==> config.mk <==
export PLATFORM = sky130hd
export DESIGN_NAME = erm_sincos
export DESIGN_NICKNAME = d
export VERILOG_FILES = /design/src/rtl/core/euler_rotation_matrix_assert.svh /design/src/rtl/core/erm_pkg.sv /design/src/rtl/core/erm_sincos.sv
export SDC_FILE = /design/constraint.sdc
export NUM_CORES = 2
export LEC_CHECK = 0
export ABC_AREA = 1
export BUFFER_PORTS_ARGS = -buffer_cell sky130_fd_sc_hd__buf_2
export CORE_MARGIN = 4
export CORE_UTILIZATION = 60
export DETAILED_ROUTE_END_ITERATION = 10
export PLACE_DENSITY = 0.74
export SLEW_MARGIN = 15
export SYNTH_ARGS = -nofsm -noshare
export SYNTH_HDL_FRONTEND = slang
export SYNTH_SLANG_ARGS = --single-unit
==> constraint.sdc <==
create_clock -name clk -period 11.2 [get_ports clk]
set_input_delay 0.56 -clock clk [delete_from_list [all_inputs] [get_ports clk]]
set_output_delay 0.56 -clock clk [all_outputs]
set_load 0.02 [all_outputs]
==> src/rtl/core/euler_rotation_matrix_assert.svh <==
// Assertion macros for the rotation block.
`ifndef EULER_ROTATION_MATRIX_ASSERT_SVH
`define EULER_ROTATION_MATRIX_ASSERT_SVH

// A condition implies a consequence on the next edge.
`define ERM_ASSERT_NEXT(lbl, clk_s, rst_n, cond, cons) \
	lbl: assert property (@(posedge clk_s) disable iff (!rst_n) (cond) |=> (cons)) \
		else $error("assertion failed");

// A condition implies a consequence on the same edge.
`define ERM_ASSERT_NOW(lbl, clk_s, rst_n, cond, cons) \
	lbl: assert property (@(posedge clk_s) disable iff (!rst_n) (cond) |-> (cons)) \
		else $error("assertion failed");

`endif

==> src/rtl/core/erm_pkg.sv <==
package erm_pkg;
	localparam int TrigStagesDef  = 16;
	localparam int OutFracBitsDef = 14;
	localparam int AngleW         = 17;
	localparam int OutW           = 16;
	localparam int WorkFrac       = 30;
	localparam int WorkW          = 33;
	localparam int ZW             = 24;
	localparam int FullTurn       = 46080;
	localparam int QuarterTurn    = 11520;
	localparam logic signed [WorkW-1:0] GainInit = 33'sd652032874;

	typedef logic signed [WorkW-1:0] work_t;

	function automatic logic signed [ZW-1:0] atan_deg16(input int i);
		logic signed [ZW-1:0] r;
		case (i)
			0: r = 24'sd2949120;   1: r = 24'sd1740967;  2: r = 24'sd919879;
			3: r = 24'sd466945;    4: r = 24'sd234379;   5: r = 24'sd117304;
			6: r = 24'sd58666;     7: r = 24'sd29335;    8: r = 24'sd14668;
			9: r = 24'sd7334;     10: r = 24'sd3667;    11: r = 24'sd1833;
			12: r = 24'sd917;     13: r = 24'sd458;     14: r = 24'sd229;
			15: r = 24'sd115;     16: r = 24'sd57;      17: r = 24'sd29;
			18: r = 24'sd14;      19: r = 24'sd7;       20: r = 24'sd4;
			21: r = 24'sd2;       22: r = 24'sd1;
			default: r = '0;
		endcase
		return r;
	endfunction

	// Q30 product, rounded half up.
	function automatic work_t mulq(input work_t a, input work_t b);
		logic signed [2*WorkW-1:0] p;
		p = a * b + (66'sd1 <<< (WorkFrac - 1));
		return work_t'(p >>> WorkFrac);
	endfunction
endpackage

==> src/rtl/core/erm_sincos.sv <==
module erm_sincos #(
	parameter int TRIG_STAGES = erm_pkg::TrigStagesDef
) (
	input  logic                              clk,
	input  logic                              en,
	input  logic signed [erm_pkg::AngleW-1:0] angle,
	output erm_pkg::work_t                    cos_v,
	output erm_pkg::work_t                    sin_v
);
	import erm_pkg::*;

	// Stage 0: wrap and fold.
	logic [1:0]           q_s1;
	logic signed [ZW-1:0] z_s1;
	logic signed [18:0]   a_wr;
	logic [15:0]          a_m;
	logic [1:0]           q_c;

	always_comb begin
		a_wr = 19'(angle);
		if (a_wr >= 19'sd46080) a_wr = a_wr - 19'sd46080;
		if (a_wr < 0) a_wr = a_wr + 19'sd46080;
		if (a_wr < 0) a_wr = a_wr + 19'sd46080;
		a_m = 16'(a_wr);
		q_c = 2'd0;
		if (a_m >= 16'(3*QuarterTurn)) begin
			q_c = 2'd3; a_m = a_m - 16'(3*QuarterTurn);
		end else if (a_m >= 16'(2*QuarterTurn)) begin
			q_c = 2'd2; a_m = a_m - 16'(2*QuarterTurn);
		end else if (a_m >= 16'(QuarterTurn)) begin
			q_c = 2'd1; a_m = a_m - 16'(QuarterTurn);
		end
	end

	always_ff @(posedge clk) begin
		if (en) begin
			q_s1 <= q_c;
			z_s1 <= ZW'({a_m, 9'd0});
		end
	end

	work_t                x_p [TRIG_STAGES+1];
	work_t                y_p [TRIG_STAGES+1];
	logic signed [ZW-1:0] z_p [TRIG_STAGES+1];
	logic [1:0]           q_p [TRIG_STAGES+1];

	assign x_p[0] = GainInit;
	assign y_p[0] = '0;
	assign z_p[0] = z_s1;
	assign q_p[0] = q_s1;

	// One CORDIC stage per register.
	for (genvar i = 0; i < TRIG_STAGES; i++) begin : g_stage
		work_t                x_n, y_n;
		logic signed [ZW-1:0] z_n;
		always_comb begin
			if (z_p[i] >= 0) begin
				x_n = x_p[i] - (y_p[i] >>> i);
				y_n = y_p[i] + (x_p[i] >>> i);
				z_n = z_p[i] - atan_deg16(i);
			end else begin
				x_n = x_p[i] + (y_p[i] >>> i);
				y_n = y_p[i] - (x_p[i] >>> i);
				z_n = z_p[i] + atan_deg16(i);
			end
		end
		always_ff @(posedge clk) begin
			if (en) begin
				x_p[i+1] <= x_n;
				y_p[i+1] <= y_n;
				z_p[i+1] <= z_n;
				q_p[i+1] <= q_p[i];
			end
		end
	end

	work_t xf, yf;
	assign xf = x_p[TRIG_STAGES];
	assign yf = y_p[TRIG_STAGES];

	always_comb begin
		case (q_p[TRIG_STAGES])
			2'd0: begin cos_v = xf;  sin_v = yf;  end
			2'd1: begin cos_v = -yf; sin_v = xf;  end
			2'd2: begin cos_v = -xf; sin_v = -yf; end
			default: begin cos_v = yf; sin_v = -xf; end
		endcase
	end
endmodule

Word-level counts from Yosys, hierarchy flattened
Index checks and enable logic that the tools add are counted.
{ "totals": {"regBits": 1432} }
{ "classes": {"n_addsub": 98, "n_lt_le_gt_ge": 22, "n_eq_ne": 2, "muxes": 56, "reduce_logical": 2} }
{ "ops": {"columns": ["operator", "count"], "rows": [
  ["33-bit two-way mux", 31],
  ["24-bit by 1-bit >= comparator with 1-bit output, second input constant", 16],
  ["24-bit two-way mux", 15],
  ["33-bit one-hot mux with 3 select lines", 2],
  ["33-bit by 18-bit adder with 33-bit output", 2],
  ["33-bit by 19-bit adder with 33-bit output", 2],
  ["33-bit by 20-bit adder with 33-bit output", 2],
  ["33-bit by 21-bit adder with 33-bit output", 2],
  ["33-bit by 22-bit adder with 33-bit output", 2],
  ["33-bit by 23-bit adder with 33-bit output", 2],
  ["33-bit by 24-bit adder with 33-bit output", 2],
  ["33-bit by 25-bit adder with 33-bit output", 2],
  ["33-bit by 26-bit adder with 33-bit output", 2],
  ["33-bit by 27-bit adder with 33-bit output", 2],
  ["33-bit by 28-bit adder with 33-bit output", 2],
  ["33-bit by 29-bit adder with 33-bit output", 2],
  ["33-bit by 30-bit adder with 33-bit output", 2],
  ["33-bit by 31-bit adder with 33-bit output", 2],
  ["33-bit negator", 2],
  ["33-bit by 18-bit subtractor with 33-bit output", 2],
  ["33-bit by 19-bit subtractor with 33-bit output", 2],
  ["33-bit by 20-bit subtractor with 33-bit output", 2],
  ["33-bit by 21-bit subtractor with 33-bit output", 2],
  ["33-bit by 22-bit subtractor with 33-bit output", 2],
  ["62 further kinds", 76]
]} }

Longest topological paths before layout
{ "depth": {"ltp_word": 10, "mapped_depth": 29, "ltp_nobuf": 29} }

Worst setup path after synthesis
Ideal clock, no wire load.
{ "synth_timing": {"path_type": "register -> register", "start": "register z_p[124] in the netlist's numbering", "end": "register x_p[162] in the netlist's numbering (data pin)", "setup_time_ps": 261, "t_arrival_ps": 4465, "required_ps": 10939, "slack_ps": 6474, "stages_incl_launch_ff": 24, "cell_sequence": "edfxtp_1 > or4_1 > nor4_1 > nand4_1 > nand2_1 > buf_2 > buf_1 > o21ai_0 > fa_1 > nand3_1 > nand2_1 > a21boi_1 > inv_1 > nand2_1 > o211ai_1 > a21boi_1 > o21ai_0 > a21boi_0 > o21ai_0 > nand2_1 > nand2_1 > nand3_1 > nand2_1 > xor2_1"} }
{ "synth_via": {"elab_chain_cells": 2} }
{ "synth_rtl": {"columns": ["item", "line", "source"], "rows": [
  ["start, declared", "erm_sincos.sv:44", "logic signed [ZW-1:0] z_p [TRIG_STAGES+1];"],
  ["start signal, assigned by index", "erm_sincos.sv:71", "z_p[i+1] <= z_n;"],
  ["24-bit by 1-bit >= comparator with 1-bit output", "erm_sincos.sv:57", "if (z_p[i] >= 0) begin"],
  ["33-bit two-way mux", "erm_sincos.sv:57", null],
  ["via g_stage[11].x_n[30]", "erm_sincos.sv:54", "work_t x_n, y_n;"],
  ["end signal, assigned by index", "erm_sincos.sv:69", "x_p[i+1] <= x_n;"],
  ["end, declared", "erm_sincos.sv:42", "work_t x_p [TRIG_STAGES+1];"]
]} }
The timed path passes the listed nets, and every way through them passes these cells.
A chain may end at the register's enable or synchronous reset.

Final worst setup path
{ "layout_timing": {"start": "register z_p[268] in the netlist's numbering", "end": "register y_p[359] in the netlist's numbering (data pin)"} }
{ "layout_via": {"elab_chain_cells": 2} }
{ "layout_rtl": {"columns": ["item", "line", "source"], "rows": [
  ["24-bit by 1-bit >= comparator with 1-bit output", "erm_sincos.sv:57", null],
  ["33-bit two-way mux", "erm_sincos.sv:57", null],
  ["via g_stage[5].y_n[29]", "erm_sincos.sv:54", null],
  ["end signal, assigned by index", "erm_sincos.sv:70", "y_p[i+1] <= y_n;"],
  ["end, declared", "erm_sincos.sv:43", "work_t y_p [TRIG_STAGES+1];"]
]} }
The timed path passes the listed nets, and every way through them passes these cells.

==> flow_summary.ini <==
[logic_synthesis]
netlist_area_mm2 = 0.114
synth_enable_flop_cells = 1325
synthArstFlopShare_pct = 0
ys_seq_area_share_pct = 34.9
syn_inst = 13600
synth_area_per_cell_um2 = 8.41
synth-warning-count = 0
ys_types = 69
ys_ff_latch = 1325
synth_nets = 14900
ys.flop_type = edfxtp_1

[critical_path]
cp-start-kind = flip-flop
slowest_stage = or4_1
path_delay_family = compound AO/OA/AOI/OAI gates
critical_path_arrival_ns = 7.18
path_class = reg2reg
slowest_delay_ns = 0.53
r2r_end = y_p[359]
worstPathRequired_ns = 11.76
path_max_fanout = 46
r2r_slack_ns = 4.58
cp-end-kind = flip-flop
r2r_cells = 21
critPathMostFrequentCell = nand2_1
cp_cell_sequence = or4_1 -> nor4_1 -> nand4_1 -> nand2_1 -> buf_4 -> clkinv_1 -> buf_4 -> o21ai_0 -> ha_1 -> nand3_1 -> nand2_1 -> nand2_1 -> nand2_1 -> a21o_1 -> a21boi_0 -> o21ai_0 -> a21boi_0 -> o21ai_0 -> a21boi_0 -> o211ai_1 -> xor2_1
path_buf_inv = 3
regToRegStartpoint = z_p[268]

[route]
wl_per_cell_um = 18.5
via_per_inst = 5.79
drt_wl_total_um = 302000
drt-pass1-iter-count = 9
drt_iter0_drc = 7509
drc = 0
num_vias = 94700
ant_nets = 0

[sta]
setup_slack_ns = 4.58
worst_slew_pin_slew_ns = 1.15
fmax_mhz = 151
finalHoldViolCount = 0
fin_crit_ns = 6.62
tns_ns = 0
finalSetupViolCount = 0
slew_viol_final = 0
fin_crit_sh_pct = 59.1
rsz0062_at_grt = false
slew_headroom_pct = 23.2
fin_skew_ns = 0.0311

[clock_tree]
clockBufferDepth = 3
postCtsSetupBuffers = 0
ctsResizeCount = 0
cts-root-buf = clkbuf_16
htreeDepth = 4
numCtsBuffers = 155
clk_pin_slew_ns = 0.06
insertion_delay_ns = 0.82
cts_tree = done
numClockSinks = 1325

[final_layout]
nets = 15000
num-fill-cells = 15900
antenna_cells = 0
area_delta_synth_final_pct = 7.66
drive_above_1_share_pct = 3.52

[placed_design]
dp_slack_ns = 4.52
dp_hpwl_um = 242000
routabilityCongestion = 0.969
io_buffers = 84

[hold_path]
hold-path-endpoint = z_s1[17]
hp-start = angle[8]
hold_depth = 2
hp-class = in2reg

[floorplan]
die_area_mm2 = 0.197
initial_utilization_pct = 60.6
rows = 159
coreArea_mm2 = 0.188
die-width_um = 444
die_h_um = 444
ioPinCount = 85

[global_routing]
antenna_found_initial = 2
grt-ovfl-total = 0
track_usage_pct = 29.8
grt_max_degree = 205
grt_pass1_vias = 90600
grt_pass1_wl_um = 479000

[job]
drv_cap = 0

[status]
status = completed
[cell families (layout without fill, tap and decap cells)]
logic type | Yosys count | count (layout) | share of synthesized area, %
other cells | 1 | 1 | 0.00329
flops | 1325 | 1325 | 34.9
xor+xnor | 1834 | 1834 | 14.1
compound gates | 2886 | 2886 | 14.5
simple gates | 4357 | 4357 | 16.0
buf+inv | 1878 | 2167 | 6.18
fa+ha+maj | 1288 | 1288 | 14.4
[flip-flops by register name, summed over array words and instances, names as in the netlist]
name / cells
yf: 33
z_s1: 15
q_s1: 2
z_p: 309
x_p: 439
q_p: 32
xf: 33
y_p: 462
[synthesized netlist by cell type (all sizes together), types with 113 or more instances]
library cell / n / area (um2)
nor2: 1266 / 4800
o211ai: 115 / 863
a21oi: 1312 / 6580
clkbuf: 113 / 424
xnor2: 574 / 5030
edfxtp: 1325 / 39800
nand4: 119 / 744
a21boi: 245 / 1840
nor3: 215 / 1140
xor2: 1260 / 11100
o21ai: 611 / 3080
nand2: 2203 / 8400
a31oi: 312 / 1950
nand3: 384 / 1980
inv: 1741 / 6540
ha: 1249 / 15600
[through the flow]
step	instances	instance area, um2	hold slack, ns	util, %
2_1_floorplan	13600	114000	0.400	-
4_1_cts	16400	123000	0.145	65.2
3_5_place_dp	16100	118000	0.405	62.4
3_3_place_gp	16100	118000	0.401	62.4
5_1_grt	16400	123000	0.170	65.2
6_report	16400	123000	0.199	65.2
[final cells by class]
type | count | area (um2) | share of cell area (%)
Multi-Input combinational cell | 10400 | 67300 | 54.8
Sequential cell | 1325 | 39800 | 32.4
Inverter | 1749 | 6570 | 5.34
Clock buffer | 174 | 3950 | 3.21
Tap cell | 2495 | 3120 | 2.54
Clock inverter | 111 | 1260 | 1.03
Timing Repair Buffer | 133 | 886 | 0.721
[cell usage in the layout, fill, tap and decap left out, drive strengths merged, types with 39 or more instances in the layout]
cell type  synthesis  layout
a21o              91      91
nand4            119     119
nand2           2203    2203
a21boi           245     245
ha              1249    1249
o211ai           115     115
nand3            384     384
o31ai             39      39
a21oi           1312    1312
nor2            1266    1266
a31oi            312     312
fa                39      39
inv             1741    1760
xnor2            574     574
xor2            1260    1260
buf               16     125
nor3             215     215
nor4              80      80
edfxtp          1325    1325
clkinv             8      68
o21ai            611     611
clkbuf           113     174
[metal layers]
metal / part of all wire (%) / vias to the layer above / GRT usage [%] / wire [um]
met5: 0.0040 / - / 0 / 12
met4: 3.6 / 2 / 10.3 / 10900
met3: 5.9 / 568 / 4.05 / 17700
met2: 48 / 2769 / 51.5 / 144000
met1: 43 / 44300 / 38.6 / 130000
li1: - / 47000 / - / -
[what timing repair did]
action | 4_1_cts | 5_1_grt
hold buffers | 8 | 0
endpoints found under the setup margin | 0 | 0
hold endpoints to repair | 8 | 0
[how the worst max path moves through the flow]
stage | endpoint | startpoint | cells past startpoint
3_5_place_dp | y_p[359] | z_p[268] | 21
4_1_cts | y_p[359] | z_p[268] | 21
2_1_floorplan | x_p[162] | z_p[124] | 23
5_1_grt | y_p[359] | z_p[268] | 21
3_3_place_gp | y_p[359] | z_p[268] | 21
6_report | y_p[359] | z_p[268] | 21
Power is not shown: default switching activity piles up to over one toggle a cycle in this logic, so the estimate is an artifact.
